[config.mk]
export PLATFORM = sky130hd
export DESIGN_NAME = diag_event_debounce_counter
export DESIGN_NICKNAME = d
export VERILOG_FILES = /design/src/dedc_pkg.sv /design/src/dedc_cfg.sv /design/src/dedc_update.sv /design/src/diag_event_debounce_counter.sv
export SDC_FILE = /design/constraint.sdc
export NUM_CORES = 1
export LEC_CHECK = 0
export ABC_AREA = 0
export BUFFER_PORTS_ARGS = -buffer_cell sky130_fd_sc_hd__buf_2
export CORE_ASPECT_RATIO = 0.5
export CORE_UTILIZATION = 57
export CTS_BUF_LIST = sky130_fd_sc_hd__clkbuf_4
export DETAILED_ROUTE_END_ITERATION = 7
export PLACE_DENSITY = 0.75
export SLEW_MARGIN = 20
export SYNTH_ARGS = -nofsm -noshare
export SYNTH_HDL_FRONTEND = slang
export SYNTH_SLANG_ARGS = --single-unit
[constraint.sdc]
create_clock -name clk -period 19.4 [get_ports clk]
set_clock_uncertainty 0.2 [all_clocks]
set_input_delay 1.94 -clock clk [delete_from_list [all_inputs] [get_ports clk]]
set_output_delay 1.94 -clock clk [all_outputs]
set_load 0.02 [all_outputs]
[src/dedc_pkg.sv]
// Shared types, register indexes and the saturating counter add for the event debounce block.
// Every other file in this block depends on this package.
package dedc_pkg;

	localparam int CNT_W  = 16;
	localparam int THR_W  = 16;
	localparam int STEP_W = 15;
	localparam int DATA_W = 16;
	localparam int IDX_W  = 3;

	typedef logic signed [CNT_W-1:0] count_t;
	typedef logic signed [CNT_W:0]   delta_t;

	typedef enum logic [2:0] {
		ST_INIT      = 3'd0,
		ST_PASSED    = 3'd1,
		ST_FAILED    = 3'd2,
		ST_PREPASSED = 3'd3,
		ST_PREFAILED = 3'd4
	} status_t;

	typedef enum logic [IDX_W-1:0] {
		REG_FAIL_THR  = 3'd0,
		REG_PASS_THR  = 3'd1,
		REG_STEP_UP   = 3'd2,
		REG_STEP_DOWN = 3'd3,
		REG_HEAL      = 3'd4,
		REG_PRESTORE  = 3'd5,
		REG_JUMP_DOWN = 3'd6
	} reg_idx_t;

	typedef struct packed {
		logic signed [THR_W-1:0] fail_thr;
		logic signed [THR_W-1:0] pass_thr;
		logic [STEP_W-1:0]       step_up;
		logic [STEP_W-1:0]       step_down;
		logic                    heal_en;
		logic                    prestore_en;
		logic                    jump_down_en;
	} cfg_t;

	typedef struct packed {
		logic fault;
		logic startup;
		logic rst_req;
		logic enable;
		logic dbnc;
	} sample_t;

	typedef struct packed {
		status_t status;
		count_t  count;
		logic    dbnc_last;
		logic    bypass;
		logic    prestore;
	} state_t;

	localparam count_t CNT_MAX = count_t'({1'b0, {(CNT_W-1){1'b1}}});
	localparam count_t CNT_MIN = count_t'({1'b1, {(CNT_W-1){1'b0}}});

	// Adds a signed step to the counter and clamps the result to the counter range.
	function automatic count_t sat_add(input count_t base, input delta_t delta);
		logic signed [CNT_W+1:0] sum;
		sum = {{2{base[CNT_W-1]}}, base} + {delta[CNT_W], delta};
		if (sum > CNT_MAX) begin
			return CNT_MAX;
		end else if (sum < CNT_MIN) begin
			return CNT_MIN;
		end
		return sum[CNT_W-1:0];
	endfunction

endpackage

[src/dedc_cfg.sv]
// Configuration register file of the event debounce block, loaded with its reset values.
// Depends on dedc_pkg for the register indexes and the cfg_t bundle.
module dedc_cfg (
	input  logic                          clk,
	input  logic                          arst_n,
	input  logic                          cfg_valid,
	output logic                          cfg_ready,
	input  logic [dedc_pkg::IDX_W-1:0]    cfg_index,
	input  logic [dedc_pkg::DATA_W-1:0]   cfg_data,
	output dedc_pkg::cfg_t                cfg
);
	import dedc_pkg::*;

	cfg_t cfg_q;

	assign cfg_ready = 1'b1;
	assign cfg       = cfg_q;

	always_ff @(posedge clk or negedge arst_n) begin
		if (!arst_n) begin
			cfg_q.fail_thr     <= 16'sd100;
			cfg_q.pass_thr     <= -16'sd100;
			cfg_q.step_up      <= 15'd1;
			cfg_q.step_down    <= 15'd1;
			cfg_q.heal_en      <= 1'b1;
			cfg_q.prestore_en  <= 1'b0;
			cfg_q.jump_down_en <= 1'b0;
		end else if (cfg_valid && cfg_ready) begin
			case (cfg_index)
				REG_FAIL_THR:  cfg_q.fail_thr     <= cfg_data[THR_W-1:0];
				REG_PASS_THR:  cfg_q.pass_thr     <= cfg_data[THR_W-1:0];
				REG_STEP_UP:   cfg_q.step_up      <= cfg_data[STEP_W-1:0];
				REG_STEP_DOWN: cfg_q.step_down    <= cfg_data[STEP_W-1:0];
				REG_HEAL:      cfg_q.heal_en      <= cfg_data[0];
				REG_PRESTORE:  cfg_q.prestore_en  <= cfg_data[0];
				REG_JUMP_DOWN: cfg_q.jump_down_en <= cfg_data[0];
				default: begin
				end
			endcase
		end
	end

endmodule

[src/dedc_update.sv]
// Next-state logic of the event debounce block: one saturating add plus compares and selection.
// Depends on dedc_pkg for the state, sample and configuration types.
module dedc_update (
	input  dedc_pkg::cfg_t    cfg,
	input  dedc_pkg::sample_t smp,
	input  dedc_pkg::state_t  cur,
	output dedc_pkg::state_t  nxt
);
	import dedc_pkg::*;

	status_t st;
	count_t  cnt;
	count_t  base;
	count_t  sum;
	delta_t  delta;
	logic    abort;

	assign abort = smp.rst_req || !smp.enable;
	assign st    = cur.dbnc_last ? cur.status : ST_INIT;
	assign cnt   = cur.dbnc_last ? cur.count : '0;
	assign delta = smp.fault ?
		delta_t'({{(CNT_W+1-STEP_W){1'b0}}, cfg.step_up}) :
		-delta_t'({{(CNT_W+1-STEP_W){1'b0}}, cfg.step_down});

	always_comb begin
		base = cnt;
		if (st == ST_FAILED && !smp.fault && cfg.jump_down_en && cnt > 0) begin
			base = '0;
		end else if ((st == ST_FAILED || st == ST_PASSED) && smp.fault && cnt < 0) begin
			base = '0;
		end
	end

	assign sum = sat_add(base, delta);

	always_comb begin
		nxt           = cur;
		nxt.dbnc_last = smp.dbnc;
		if (!smp.dbnc) begin
			nxt.bypass = 1'b1;
			if (!cur.bypass || cur.dbnc_last || !smp.startup || abort) begin
				nxt.status = ST_INIT;
			end else begin
				nxt.status = smp.fault ? ST_PREFAILED : ST_PREPASSED;
			end
		end else begin
			nxt.status = st;
			nxt.count  = cnt;
			unique case (st)
				ST_INIT: begin
					if (cfg.prestore_en) begin
						nxt.prestore = 1'b0;
					end
					if (!smp.startup || abort) begin
						nxt.count = '0;
					end else if (!smp.fault) begin
						if (sum <= cfg.pass_thr) begin
							nxt.status = ST_PASSED;
							nxt.count  = cfg.pass_thr;
						end else begin
							nxt.count = sum;
						end
					end else begin
						if (sum >= cfg.fail_thr) begin
							nxt.status = ST_FAILED;
							nxt.count  = cfg.fail_thr;
						end else begin
							nxt.count = sum;
						end
					end
				end
				ST_FAILED: begin
					if (cfg.prestore_en) begin
						nxt.prestore = 1'b0;
					end
					if (abort) begin
						nxt.status = ST_INIT;
						nxt.count  = '0;
					end else if (!smp.fault) begin
						if (cfg.heal_en) begin
							if (sum <= cfg.pass_thr) begin
								nxt.status = ST_PASSED;
								nxt.count  = cfg.pass_thr;
							end else begin
								nxt.count = sum;
							end
						end
					end else begin
						if (base <= cfg.fail_thr) begin
							nxt.count = (sum > cfg.fail_thr) ? cfg.fail_thr : sum;
						end else begin
							nxt.count = base;
						end
					end
				end
				ST_PASSED: begin
					if (cfg.prestore_en) begin
						nxt.prestore = 1'b0;
					end
					if (abort) begin
						nxt.status = ST_INIT;
						nxt.count  = '0;
					end else if (!smp.fault) begin
						if (cnt >= cfg.pass_thr) begin
							nxt.count = (sum < cfg.pass_thr) ? cfg.pass_thr : sum;
						end
					end else begin
						if (cfg.prestore_en && cnt == cfg.pass_thr) begin
							nxt.prestore = 1'b1;
						end
						if (sum >= cfg.fail_thr) begin
							nxt.status = ST_FAILED;
							nxt.count  = cfg.fail_thr;
						end else begin
							nxt.count = sum;
						end
					end
				end
				ST_PREPASSED, ST_PREFAILED: begin
					nxt.status = ST_FAILED;
				end
				default: begin
					nxt.status = ST_FAILED;
				end
			endcase
		end
	end

endmodule

[src/diag_event_debounce_counter.sv]
// Counter-based diagnostic event debouncer: sample input register, state and result register.
// Depends on dedc_pkg, dedc_cfg and dedc_update.
//
// Each input beat is one periodic diagnostic sample carrying the fault flag and the
// startup, reset request, monitor enable and debounce enable flags. Each sample yields
// exactly one result beat with the event status, the signed fault counter, the
// prestore trigger and the bypass flag as they stand after that sample.
// The input channel and the result channel use valid and ready. The configuration
// channel writes one register per beat and is always ready; it is meant to be used
// only while no sample is in flight.
// A sample accepted at a clock edge is held in the sample register, the state update is
// computed combinationally from that register, and the result register takes that update
// and drives the result beat. Throughput is one sample per clock while the receiver does
// not stall: the sample register and the result register move together, so a new sample
// is taken while the previous result is delivered.
// When the receiver stalls, the result register holds its beat, the sample register
// holds the next sample, and the input stops being ready until the stall ends.
// Reset clears the event state to init with a zero counter and loads the configuration
// registers with their default values; the sample and result registers are not reset.
module diag_event_debounce_counter (
	input  logic                               clk,
	input  logic                               arst_n,
	input  logic                               cfg_valid,
	output logic                               cfg_ready,
	input  logic [dedc_pkg::IDX_W-1:0]         cfg_index,
	input  logic [dedc_pkg::DATA_W-1:0]        cfg_data,
	input  logic                               in_valid,
	output logic                               in_ready,
	input  logic                               fault_present,
	input  logic                               startup_done,
	input  logic                               reset_request,
	input  logic                               monitor_enable,
	input  logic                               debounce_on,
	output logic                               out_valid,
	input  logic                               out_ready,
	output logic [2:0]                         event_status,
	output logic signed [dedc_pkg::CNT_W-1:0]  fault_count,
	output logic                               prestore_trigger,
	output logic                               bypass_armed
);
	import dedc_pkg::*;

	cfg_t    cfg;
	sample_t smp_s1;
	logic    valid_s1;
	state_t  state_q;
	state_t  state_nxt;
	state_t  res_q;
	logic    out_valid_q;
	logic    adv;

	dedc_cfg u_cfg (
		.clk       (clk),
		.arst_n    (arst_n),
		.cfg_valid (cfg_valid),
		.cfg_ready (cfg_ready),
		.cfg_index (cfg_index),
		.cfg_data  (cfg_data),
		.cfg       (cfg)
	);

	dedc_update u_update (
		.cfg (cfg),
		.smp (smp_s1),
		.cur (state_q),
		.nxt (state_nxt)
	);

	assign adv      = valid_s1 && (!out_valid_q || out_ready);
	assign in_ready = !valid_s1 || adv;

	always_ff @(posedge clk) begin
		if (in_valid && in_ready) begin
			smp_s1.fault   <= fault_present;
			smp_s1.startup <= startup_done;
			smp_s1.rst_req <= reset_request;
			smp_s1.enable  <= monitor_enable;
			smp_s1.dbnc    <= debounce_on;
		end
		if (adv) begin
			res_q <= state_nxt;
		end
	end

	always_ff @(posedge clk or negedge arst_n) begin
		if (!arst_n) begin
			valid_s1          <= 1'b0;
			out_valid_q       <= 1'b0;
			state_q.status    <= ST_INIT;
			state_q.count     <= '0;
			state_q.dbnc_last <= 1'b0;
			state_q.bypass    <= 1'b0;
			state_q.prestore  <= 1'b0;
		end else begin
			if (in_valid && in_ready) begin
				valid_s1 <= 1'b1;
			end else if (adv) begin
				valid_s1 <= 1'b0;
			end
			if (adv) begin
				out_valid_q <= 1'b1;
				state_q     <= state_nxt;
			end else if (out_ready) begin
				out_valid_q <= 1'b0;
			end
		end
	end

	assign out_valid        = out_valid_q;
	assign event_status     = res_q.status;
	assign fault_count      = res_q.count;
	assign prestore_trigger = res_q.prestore;
	assign bypass_armed     = res_q.bypass;

	// A sample that moves on always shows up as a result beat.
	a_adv_result: assert property (@(posedge clk) disable iff (!arst_n)
		adv |=> out_valid_q)
		else $error("sample advanced without producing a result beat");

	// After a debounced sample the status is never one of the pre-statuses.
	a_dbnc_status: assert property (@(posedge clk) disable iff (!arst_n)
		state_q.dbnc_last |-> (state_q.status == ST_INIT || state_q.status == ST_PASSED ||
			state_q.status == ST_FAILED))
		else $error("pre-status held after a debounced sample");

	// The bypass flag is only cleared by reset.
	a_bypass_sticky: assert property (@(posedge clk) disable iff (!arst_n)
		state_q.bypass |=> state_q.bypass)
		else $error("bypass flag cleared without reset");

	// A stalled sample keeps its register contents until it moves on.
	a_s1_hold: assert property (@(posedge clk) disable iff (!arst_n)
		(valid_s1 && !adv) |=> (valid_s1 && $stable(smp_s1)))
		else $error("stalled sample register changed");

	// The state only changes when a sample advances.
	a_state_hold: assert property (@(posedge clk) disable iff (!arst_n)
		!adv |=> $stable(state_q))
		else $error("event state changed without a sample");

endmodule
# ---- Word level (Yosys, flattened, before mapping)
# Index checks and enable logic that the tools add are counted.
# Widths: inputs -> output; s select.
dict set report word_totals {
  ff_bits 115
  elab_cells 123
}
dict set report op_classes {
  order_cmp 10
  n_eq_ne 9
  muxes 45
  n_addsub 2
  reduce_logical 34
}
# operator n
set ops {}
lappend ops {{$mux 16} 16}
lappend ops {{$mux 19} 4}
lappend ops {{$pmux 16 s3} 1}
lappend ops {{$ge 16x16->1} 2}
lappend ops {{$le 16x16->1} 2}
lappend ops {{$mux 3} 9}
lappend ops {{$add 16x17->18} 1}
lappend ops {{$gt 18x16->1 const B} 1}
lappend ops {{$lt 18x16->1 const B} 1}
lappend ops {{$mux 17} 1}
lappend ops {{$neg 15->17} 1}
lappend ops {{$eq 16x16->1} 1}
lappend ops {{$gt 16x1->1 const B} 1}
lappend ops {{$gt 16x16->1} 1}
lappend ops {{$lt 16x1->1 const B} 1}
lappend ops {{$lt 16x16->1} 1}
lappend ops {{$reduce_and 2->1} 7}
lappend ops {{$mux 1} 12}
lappend ops {{$eq 3x2->1 const B} 3}
lappend ops {{$eq 3x3->1 const B} 3}
lappend ops {{$pmux 3 s3} 1}
lappend ops {{$logic_and 1x1->1} 8}
lappend ops {{$logic_or 1x1->1} 8}
lappend ops {{$eq 3x1->1 const B} 2}
lappend ops {{other kinds (5)} 12}

# ---- Longest topological paths before layout
# Gate-level depths: netlist (run 1).
dict set report depth {
  word_depth 19
  depth_mapped 34
  ltp_nobuf 31
}

# ---- Modules after synthesis
# From an unflattened synthesis (run 1), not the netlist that was laid out.
dict set report unflattened {
  cells_unflattened 1120
  hier_area_um2 10183.5
}
# module instances seq_area_each_um2 cells_per_inst area_per_inst_um2
set modules_own_cells {}
lappend modules_own_cells {dedc_update 1 0.0 894 5741.8}
lappend modules_own_cells {dedc_cfg 1 1649.1 145 2663.8}
lappend modules_own_cells {diag_event_debounce_counter 1 1381.3 81 1778.0}

# ---- Worst setup path before layout (run 1)
# Ideal clock, no wire load.
dict set report synth_timing {
  kind {register to register}
  start {register u_cfg.cfg_q, in the netlist u_cfg.cfg[8]}
  end {register res_q, in the netlist fault_count[6], data pin}
  required_ns 18.944
  path_buffers 1
  setup_time_ns 0.256
  setup_slack_ns 11.906
  stages_incl_launch_ff 27
  synth_period_minus_slack_ns 7.494
  arrival_ns 7.038
  cell_sequence {dfrtp_1 or4_1 nor4_1 nand2b_1 or3_1 nor3_1 xor2_1 o21ai_0 ha_1 nand3_1 nor2_1 a221oi_2 or4bb_1 o311ai_4 a31oi_4 buf_2 a31oi_1 ha_1 a2111oi_0 a21oi_1 a21boi_0 a21oi_1 o21ai_1 mux2_2 a22o_1 or4_1 a22o_1}
}
# element line_no
set synth_rtl {}
lappend synth_rtl {{from (decl)} dedc_cfg.sv:14} ;# cfg_t cfg_q;
lappend synth_rtl {{to (signal assigned)} diag_event_debounce_counter.sv:81} ;# res_q <= state_nxt;
lappend synth_rtl {{to (decl)} diag_event_debounce_counter.sv:48} ;# state_t res_q;

==> results of run 1 <==
-- final cells by class --
cell class,instances,share of cell area (%)
Clock inverter,12,1.56
Inverter,58,2.07
Antenna cell,2,0.0477
Sequential cell,115,28.9
Timing Repair Buffer,64,3.39
Tap cell,227,2.71
Multi-Input combinational cell,923,59.9
Clock buffer,20,1.43
-- report_power, final --
group          total [mW]  internal, mW  switching [mW]
registers           0.342         0.294          0.0481
clock network       0.207         0.105           0.103
logic               0.595         0.196           0.399
-- worst min path at each step --
stage                    endpoint  depth (start not counted)           from
floorplan              state_q[1]                          1     state_q[1]
global placement        out_valid                          1       valid_s1
detailed placement     state_q[0]                          1     state_q[0]
CTS                 u_cfg.cfg[28]                          1  u_cfg.cfg[28]
global route        u_cfg.cfg[28]                          1  u_cfg.cfg[28]
finish              u_cfg.cfg[28]                          1  u_cfg.cfg[28]
-- through the flow --
| stage | setup WS (ns) | area (µm²) |
|---|---|---|
| 3_3_place_gp | 10.43 | 10200 |
| 3_5_place_dp | 10.01 | 10200 |
| 2_1_floorplan | 11.91 | 9750 |
| 5_1_grt | 9.32 | 10500 |
| 4_1_cts | 9.96 | 10500 |
| 6_report | 9.62 | 10500 |
-- worst max-delay path: cells and delay by family (launching register included) --
family          cells  cell delay (ns)
compound gates     13             4.24
fa+ha+maj           4             1.18
buf+inv             4             1.82
flops               1             0.34
simple gates        5             1.71
-- cells in the final DEF (no fill, tap or decap), types with 10 or more instances in the layout --
master	Yosys	layout
nand2_1	152	152
o21ai_0	93	93
ha_1	79	79
nor2_1	74	74
dfrtp_1	71	71
a21oi_1	63	62
inv_1	55	55
buf_2	8	50
mux2_2	41	41
a21o_1	28	28
a31oi_1	27	27
edfxtp_1	26	26
nor3_1	28	25
a22o_1	25	25
and2_1	22	22
nand3_1	21	21
clkbuf_4	0	20
dfstp_2	18	18
nand2b_1	15	15
a211oi_1	15	15
nor4_1	14	14
xnor2_1	14	14
buf_4	3	14
xor2_1	13	13
o211ai_1	12	12
nand4_1	11	11
o31ai_1	10	10
-- logic make-up (layout without fill, tap and decap cells) --
group / after synthesis / in the layout / synth area share (%)
fa+ha+maj: 80 / 80 / 10.2
other cells: 1 / 3 / 0.0384
xor+xnor: 27 / 27 / 2.42
mux: 52 / 52 / 6.03
buf+inv: 117 / 154 / 4.72
compound gates: 382 / 382 / 26.9
flops: 115 / 115 / 31.1
simple gates: 381 / 381 / 18.6
-- layer usage --
| metal | vias to the layer above | track usage (%) | wire, µm |
|---|---|---|---|
| met5 | - | 0 | 0 |
| met4 | 0 | 11.7 | 921 |
| met3 | 106 | 17.1 | 5730 |
| met2 | 698 | 59.3 | 14600 |
| met1 | 4731 | 59.3 | 15800 |
| li1 | 4363 | - | - |
-- flip-flops by register name, summed over array words and instances, names as in the netlist --
name,count
state_q,22
out_valid,1
prestore_trigger,1
valid_s1,1
bypass_armed,1
event_status,3
fault_count,16
u_cfg.cfg,65
smp_s1,5
==> results by group, run 1 <==
Critical path
  • Worst Setup EP: fault_count[6]
  • Critical R2R Launch: smp_s1[4]
  • Crit end category: flip-flop
  • Arrival @ worst endpoint: roughly 9.9 ns
  • CP Class: reg -> reg
  • CP max stage delay: ~0.7 ns
  • Reg2reg end: fault_count[6]
  • Worst-path maximum fanout: between 50 and 60
  • Flop-to-flop setup slack: approximately 9.6 ns
  • Critical Path Start: smp_s1[4]
  • Worst setup SP type: flip-flop
  • Worst-case reg-to-reg path depth: 26
  • Worst EP required: about 20 ns
  • Slowest CP cell: clkinv_1

STA
  • Worst Tran Pin Value: 1.13 ns
  • Slew headroom: around 25%
  • Crit share post-route: 50.4%
  • Fin crit period: 9.78 ns
  • # setup viols final: 0
  • Final setup TNS: 0 ns
  • Unrepaired setup endpoints after global routing: no
  • WHS: 0.318 ns
  • Final Max Tran Viols: 0
  • Max Freq: 0.102 GHz
  • Fin. Hold Viols: 0

Logic synthesis
  • Post-synth top area share: 18.2%
  • Ys async rst share: between 70 and 80%
  • Synth cell count leaders: nand2_1, o21ai_0, ha_1
  • Mapped Nets: 1263
  • Count of state elements after synthesis: between 100 and 150
  • Post-synthesis sequential area ratio: between 30 and 40%
  • Cell with the most instances after synthesis: nand2_1
  • Mapped Area: 0.00975 mm²
  • Cell type with the largest total area after synthesis: dfrtp_1
  • Mapped Cells: 1155
  • Unique masters post-synth: between 80 and 90
  • Yosys warns: 0
  • Post-synth EDFFs: 26
  • Prevailing post-synth register cell: dfrtp_1
  • Mean Syn Cell Area: ~8.4 µm²
  • Top cells by area, synth: dfrtp_1, ha_1, edfxtp_1, nand2_1, dfstp_2

Final layout
  • Area of the multi-input gates: approximately 0.0063 mm²
  • P&R area growth vs syn: 7.58%
  • Layout Cells excl Fill: ~1400
  • Fillers: 1440
  • Final core utilization: a little under two thirds
  • Nets: ~1300
  • Register area: between 0.003 and 0.004 mm²
  • Layout cell share with drive strength beyond 1: 15.0%

Detailed routing
  • DR iter-0 viols: around 1500
  • DRT Wirelength: roughly 37 mm
  • Via count: a little under 10000
  • DR WL/cell: around 26 µm
  • Drt drc: 0
  • Total iterations of the first detailed-routing run: 7
  • Antenna-violating nets left: 0
  • Vias per std cell: 6.97

Clock tree
  • # Post-CTS Setup Buffers: 0
  • Post-CTS sizing: 0
  • Clock sinks: 115
  • Total CTS buffers: 17
  • Max H-tree Level: 4
  • Root buf cell: clkbuf_4
  • CTS tree: yes
  • Clock-pin slew on the worst setup and hold paths: 0.13 ns
  • Hold buffer count at cts: 0
  • Skew-Pair Late Insertion Delay: slightly below 0.6 ns
  • CTS max path bufs: 2

Global route
  • Gr ovfl total: 0
  • Global Route Usage Sum: a little over two fifths
  • Largest net degree at the start of global routing: 54
  • Vias in the first global route: roughly 9000
  • First-pass GRT wire length: about 55 mm
  • Initial antenna violation count: 1

Job
  • Total of max-cap violations: 0

Power
  • Total power: roughly 1.1 mW
  • Max VDD drop: around 0.06 mV
  • Static Leak: ~4.7 nW
  • PwrDens: roughly 110 mW/mm²

Floorplan
  • Initial Util: around 59%
  • Core ar.: between 0.015 and 0.02 mm²
  • DIE AREA: approximately 0.018 mm²
  • Chip height: 94.5 µm
  • # rows: 33
  • I/O pin cnt: 53
  • Die Span X: 187 µm

Placement
  • Dpl cells: ~1400
  • Post-detail-place hpwl: about 28 mm
  • RePlAce Congestion: approximately 1.1
  • Port bufs: 51

Outcome
  • Status: complete, no violations

Hold path
  • Worst min-delay path class: reg -> reg
No activity file was read; power rests on OpenSTA's default activity.
==> inputs of run 2 (changes only) <==
--- a/config.mk
+++ b/config.mk
@@ -11,7 +11,7 @@
 export CORE_UTILIZATION = 57
 export CTS_BUF_LIST = sky130_fd_sc_hd__clkbuf_4
 export DETAILED_ROUTE_END_ITERATION = 7
-export PLACE_DENSITY = 0.75
+export PLACE_DENSITY = 0.78
 export SLEW_MARGIN = 20
 export SYNTH_ARGS = -nofsm -noshare
 export SYNTH_HDL_FRONTEND = slang
==> constraint.sdc (replaced) <==
create_clock -name clk -period 8.82 [get_ports clk]
set_clock_uncertainty 0.2 [all_clocks]
set_input_delay 0.882 -clock clk [delete_from_list [all_inputs] [get_ports clk]]
set_output_delay 0.882 -clock clk [all_outputs]
set_load 0.02 [all_outputs]
==> results by group, run 2 (synthesis results as in run 1) <==
Outcome
  • Status: complete, no violations

Final layout
  • Nets: 1310 (+1.8%)
  • Commonest non-fill, non-tap cells in the layout: nand2_1, o21ai_0, ha_1
  • Leading cell type in the layout, fill and taps excluded: nand2_1
  • Final instance area: 0.0106 mm² (+1.3%)
  • P&R area growth vs syn: 9.02%
  • Layout cell share with drive strength beyond 1: 17.1% (+2.1 points)
  • Max FFs per register: 65 (unchanged)

Clock tree
  • Root buf cell: clkbuf_4
  • Skew-Pair Late Insertion Delay: 0.59 ns (about the same)
  • Max H-tree Level: 4 (unchanged)
  • Clock-pin slew on the worst setup and hold paths: 0.13 ns (about the same)
  • CTS tree: yes
  • CTS max path bufs: 2 (unchanged)
  • Clock sinks: 115 (unchanged)
  • Total CTS buffers: 17 (unchanged)

Detailed routing
  • Max layer used: met4
  • Total iterations of the first detailed-routing run: 6 (-1)
  • WL met3: 5.97 mm (+4.3%)
  • DRT Wirelength: 37.5 mm (+1.4%)
  • Antenna-violating nets left: 0 (unchanged)
  • Routed wl met2: 14.8 mm (+1.6%)
  • Drt drc: 0 (unchanged)
  • DR iter-0 viols: 1377 (-7.1%)
  • Via count: 9945 (+0.47%)
  • Met1 WL: 15.9 mm (+0.55%)
  • Vias per std cell: 6.89 (-1.1%)
  • DR WL/cell: 26.0 µm (-0.18%)

Hold path
  • Worst Hold Depth: 1 (unchanged)
  • Hold path endpoint: smp_s1[4]
  • Worst hold start: fault_present
  • Worst min-delay path class: in -> reg

STA
  • WHS: 0.260 ns (-0.0576 ns)
  • Final Max Tran Viols: 0 (unchanged)
  • Slew headroom: 33.3% (+8.7 points)
  • # setup viols final: 0 (unchanged)
  • Crit share post-route: 95.3% (+45 points)
  • Final setup TNS: 0 ns (unchanged)
  • Worst Tran Pin Value: 0.994 ns (-0.138 ns)
  • Unrepaired setup endpoints after global routing: no
  • Fin crit period: 8.40 ns (-1.38 ns)
  • Fin. Hold Viols: 0 (unchanged)
  • Worst path setup slack after routing: 0.418 ns (-9.20 ns)
  • Max Freq: 0.119 GHz (+16%)

Placement
  • RePlAce Congestion: 1.07 (-4.5%)
  • Post-detail-place hpwl: 28.7 mm (+1.2%)
  • Port bufs: 51 (unchanged)
  • DP Area: 0.0103 mm² (+1.4%)
  • DP Worst Slack: 0.529 ns (-9.48 ns)

Floorplan
  • I/O pin cnt: 53 (unchanged)
  • Die Span X: 187 µm (unchanged)
  • Chip height: 94.5 µm (unchanged)
  • Initial Util: 58.9% (unchanged)
  • DIE AREA: 0.0177 mm² (unchanged)
  • # rows: 33 (unchanged)
  • Core ar.: 0.0166 mm² (unchanged)

Power
  • PwrDens: 233 mW/mm² (+110%)
  • Psw: 1.21 mW (+120%)
  • Sw Ratio: 49.0% (+0.96 points)
  • Combinational Power Share: 54.8% (+2.8 points)
  • Max VDD drop: 0.142 mV (+140%)
  • Total power: 2.48 mW (+120%)
  • Reg power frac: 30.3% (+0.4 points)
  • P_int: 1.26 mW (+110%)
  • Static Leak: 4.77 nW (+1.9%)
  • Clock network power share: 14.8% (-3.3 points)

Critical path
  • Critical R2R Launch: u_cfg.cfg[6]
  • Reg2reg end: fault_count[6]
  • Critical Path Start: u_cfg.cfg[6]
  • Crit path top cell by count: o21ai_0
  • Worst-path maximum fanout: 10 (-81%)
  • Worst-case reg-to-reg path depth: 27 (+3.8%)
  • CP Class: reg -> reg
  • Worst EP required: 8.95 ns (-10.58 ns)
  • Crit end category: flip-flop
  • CP max stage delay: 0.61 ns (-0.07 ns)
  • Arrival @ worst endpoint: 8.53 ns (-1.38 ns)
  • Slowest CP cell: or4_1
  • Worst setup SP type: flip-flop
  • Flop-to-flop setup slack: 0.42 ns (-9.20 ns)

Global route
  • Global Route Usage Sum: 42.9% (+0.56 points)
  • First-pass GRT wire length: 55.4 mm (+0.63%)
  • Vias in the first global route: 9145 (+1.4%)
  • Initial antenna violation count: 0 (-1)
  • Gr ovfl total: 0 (unchanged)
  • Largest net degree at the start of global routing: 62 (+15%)

Job
  • Total of max-cap violations: 0 (unchanged)
## run 2: layout make-up
class	instances	area, µm²
Timing Repair Buffer	87	531
Antenna cell	1	2.50
Sequential cell	115	3030
Multi-Input combinational cell	923	6320
Clock buffer	20	150
Inverter	58	221
Tap cell	227	284
Clock inverter	12	91.3
Fill cell	1398	5920
## run 2: how the worst max path moves through the flow
stage,end,slack (ns),depth (start not counted)
floorplan,fault_count[6],1.33,26
global placement,fault_count[2],0.66,27
detailed placement,fault_count[6],0.53,26
CTS,fault_count[6],0.49,28
global route,fault_count[2],0.07,27
finish,fault_count[6],0.42,27
## run 2: what timing repair did
action / in CTS / in global routing
endpoints found under the setup margin: 0 / 12
resized for setup: 0 / 8
setup buffers: 0 / 3
hold buffers: 1 / 0
hold endpoints to repair: 2 / 0
## run 2: power groups by stage
stage / clock network (mW) / registers (mW) / logic [mW]
floorplan: 0 / 0.720 / 0.853
global placement: 0 / 0.748 / 1.25
detailed placement: 0 / 0.753 / 1.27
CTS: 0.369 / 0.742 / 1.28
global route: 0.392 / 0.757 / 1.44
finish: 0.368 / 0.750 / 1.36
## run 2: critical path, delay by kind of cell (launching register included)
family	cells	cell delay [ns]
flops	1	0.46
compound gates	12	2.95
simple gates	10	3.06
fa+ha+maj	2	0.78
buf+inv	2	0.55
xor+xnor	1	0.15
## run 2: layer usage
| layer | global-route usage [%] | vias to the layer above |
|---|---|---|
| li1 | - | 4404 |
| met1 | 58.7 | 4732 |
| met2 | 60.6 | 707 |
| met3 | 19.0 | 102 |
| met4 | 12.0 | 0 |
| met5 | 0 | - |
## run 2: per-stage QoR
| stage | utilization [%] | instances |
|---|---|---|
| CTS | 63.8 | 1439 |
| global placement | 62.3 | 1406 |
| global route | 64.2 | 1442 |
| floorplan | - | 1155 |
| detailed placement | 62.3 | 1406 |
| finish | 64.2 | 1443 |
==> inputs of run 3 (changes only) <==
--- a/config.mk
+++ b/config.mk
@@ -11,7 +11,7 @@
 export CORE_UTILIZATION = 57
 export CTS_BUF_LIST = sky130_fd_sc_hd__clkbuf_4
 export DETAILED_ROUTE_END_ITERATION = 7
-export PLACE_DENSITY = 0.78
+export PLACE_DENSITY_LB_ADDON = 0.3
 export SLEW_MARGIN = 20
 export SYNTH_ARGS = -nofsm -noshare
 export SYNTH_HDL_FRONTEND = slang
==> results by group, run 3 (synthesis results as in run 1) <==
Outcome
  • Status: complete, no violations

Detailed routing
  • DR iter-0 viols: 1587 (+15%)
  • Drt drc: 0 (unchanged)
  • Total iterations of the first detailed-routing run: 8 (+2)
  • Antenna-violating nets left: 0 (unchanged)
  • Vias per std cell: 7.04 (+2.2%)
  • DRT Wirelength: 38.9 mm (+3.9%)
  • DR WL/cell: 26.9 µm (+3.4%)
  • Via count: 10200 (+2.7%)

Critical path
  • Critical path's top delay family: simple AND/OR/NAND/NOR gates
  • Slowest CP cell: or4_1
  • Reg2reg end: fault_count[6]
  • Arrival @ worst endpoint: 8.55 ns (+0.02 ns)
  • Flop-to-flop setup slack: 0.41 ns (about the same)
  • Crit path top cell by count: o21ai_0
  • CP Class: reg -> reg
  • CP max stage delay: 0.65 ns (+0.04 ns)
  • Worst setup SP type: flip-flop
  • Bufs and invs on worst path: 4 (+2)
  • Worst-path maximum fanout: 11 (+1)
  • Crit end category: flip-flop
  • Critical R2R Launch: u_cfg.cfg[8]
  • Critical Path Start: u_cfg.cfg[8]
  • Worst EP required: 8.96 ns (about the same)
  • Worst-case reg-to-reg path depth: 31 (+15%)

Clock tree
  • CTS max path bufs: 2 (unchanged)
  • Skew-Pair Late Insertion Delay: 0.59 ns (about the same)
  • Root buf cell: clkbuf_4
  • Hold buffer count at cts: 0 (-1)
  • CTS tree: yes
  • Clock sinks: 115 (unchanged)
  • Max H-tree Level: 4 (unchanged)
  • Total CTS buffers: 17 (unchanged)
  • Clock-pin slew on the worst setup and hold paths: 0.13 ns (about the same)

Placement
  • RePlAce Congestion: 1.10 (+2.6%)
  • DP Worst Slack: 0.473 ns (-0.0564 ns)
  • DP Area: 0.0103 mm² (+0.23%)
  • Port bufs: 51 (unchanged)
  • Post-detail-place hpwl: 29.6 mm (+3.0%)

Hold path
  • Worst min-delay path class: in -> async

Power
  • Static Leak: 4.80 nW (+0.68%)
  • Reg power frac: 29.4% (-0.9 points)
  • Sw Ratio: 49.1% (+0.15 points)
  • Max VDD drop: 0.139 mV (-2.1%)
  • PwrDens: 238 mW/mm² (+2.3%)
  • P_int: 1.30 mW (+3.0%)
  • Clock network power share: 16.3% (+1.5 points)
  • Psw: 1.26 mW (+3.6%)
  • Combinational Power Share: 54.2% (-0.6 points)
  • Total power: 2.56 mW (+3.3%)

Floorplan
  • Initial Util: 58.9% (unchanged)
  • I/O pin cnt: 53 (unchanged)
  • Core ar.: 0.0166 mm² (unchanged)
  • Die Span X: 187 µm (unchanged)
  • DIE AREA: 0.0177 mm² (unchanged)
  • Chip height: 94.5 µm (unchanged)
  • # rows: 33 (unchanged)

STA
  • Fin crit period: 8.41 ns (+0.0128 ns)
  • Slew headroom: 31.1% (-2.2 points)
  • Crit share post-route: 95.4% (+0.15 points)
  • Worst Tran Pin Value: 1.03 ns (+0.0341 ns)
  • # setup viols final: 0 (unchanged)
  • Worst path setup slack after routing: 0.406 ns (-0.0128 ns)
  • Fin. Hold Viols: 0 (unchanged)
  • Max Freq: 0.119 GHz (-0.15%)
  • Final setup TNS: 0 ns (unchanged)
  • Unrepaired setup endpoints after global routing: no
  • Final Max Tran Viols: 0 (unchanged)

Global route
  • Global Route Usage Sum: 44.3% (+1.4 points)
  • First-pass GRT wire length: 57.5 mm (+3.7%)
  • Gr ovfl total: 0 (unchanged)
  • Largest net degree at the start of global routing: 55 (-11%)
  • Initial antenna violation count: 1 (+1)
  • Vias in the first global route: 9332 (+2.0%)

Final layout
  • Max FFs per register: 65 (unchanged)
  • P&R area growth vs syn: 10.1%
  • Commonest non-fill, non-tap cells in the layout: nand2_1, o21ai_0, ha_1
  • Final instance area: 0.0107 mm² (+0.98%)
  • Register area: 0.00303 mm² (unchanged)
  • Nets: 1317 (+0.53%)
  • Leading cell type in the layout, fill and taps excluded: nand2_1
  • Fillers: 1394 (-0.29%)
  • Area of the multi-input gates: 0.00634 mm² (+0.26%)
  • Layout cell share with drive strength beyond 1: 17.8% (+0.64 points)

Job
  • Total of max-cap violations: 0 (unchanged)
-- run 3: cell count changes in the layout (fill, tap and decap cells not counted), moves of 2 or more --
cell	previous run	this run
a311oi_1	2	4
a311oi_2	2	0
clkbuf_4	20	17
clkinv_4	0	5
a31oi_2	1	3
buf_4	36	43
a31oi_1	26	24
inv_6	0	2
clkinv_2	5	0
-- run 3: worst max path at each step --
stage                                end  slack [ns]  cells after the start
final                     fault_count[6]        0.41                     31
after global routing      fault_count[2]        0.05                     28
after CTS                 fault_count[8]        0.40                     26
after detailed placement  fault_count[8]        0.47                     26
after global placement    fault_count[8]        0.60                     26
after floorplan           fault_count[6]        1.33                     26
-- run 3: area by class of cell --
type                    count  share of cell area, %
diodes                      1                 0.0233
clock buffers              17                   1.19
clock inverters            15                   1.48
inverters                  58                   2.06
multi-input cells         924                   59.0
flip-flops and latches    115                   28.2
well taps                 227                   2.65
repair buffers             93                   5.34
-- run 3: per-stage QoR --
step | hold WS [ns] | instances | util (%)
floorplan | 0.257 | 1155 | -
global placement | 0.270 | 1410 | 62.5
detailed placement | 0.276 | 1410 | 62.5
CTS | 0.0248 | 1442 | 64.2
global route | 0.0412 | 1450 | 64.9
finish | 0.0285 | 1450 | 64.9
-- run 3: layer usage --
| metal | global-route usage [%] | up-vias | part of all wire, % |
|---|---|---|---|
| li1 | - | 4426 | - |
| met1 | 62.9 | 4863 | 43 |
| met2 | 63.2 | 798 | 39 |
| met3 | 16.8 | 124 | 16 |
| met4 | 8.54 | 2 | 2.2 |
| met5 | 2.47 | - | 0.14 |
-- run 3: power groups by stage --
stage / sequential [mW] / combinational (mW) / clock, mW
floorplan: 0.720 / 0.853 / 0
global placement: 0.748 / 1.26 / 0
detailed placement: 0.754 / 1.28 / 0
CTS: 0.743 / 1.29 / 0.413
global route: 0.758 / 1.46 / 0.436
finish: 0.753 / 1.39 / 0.418
-- run 3: repair_timing --
item,CTS,global route
buffers inserted,0,6
endpoints found under the setup margin,0,28
resized for setup,0,10
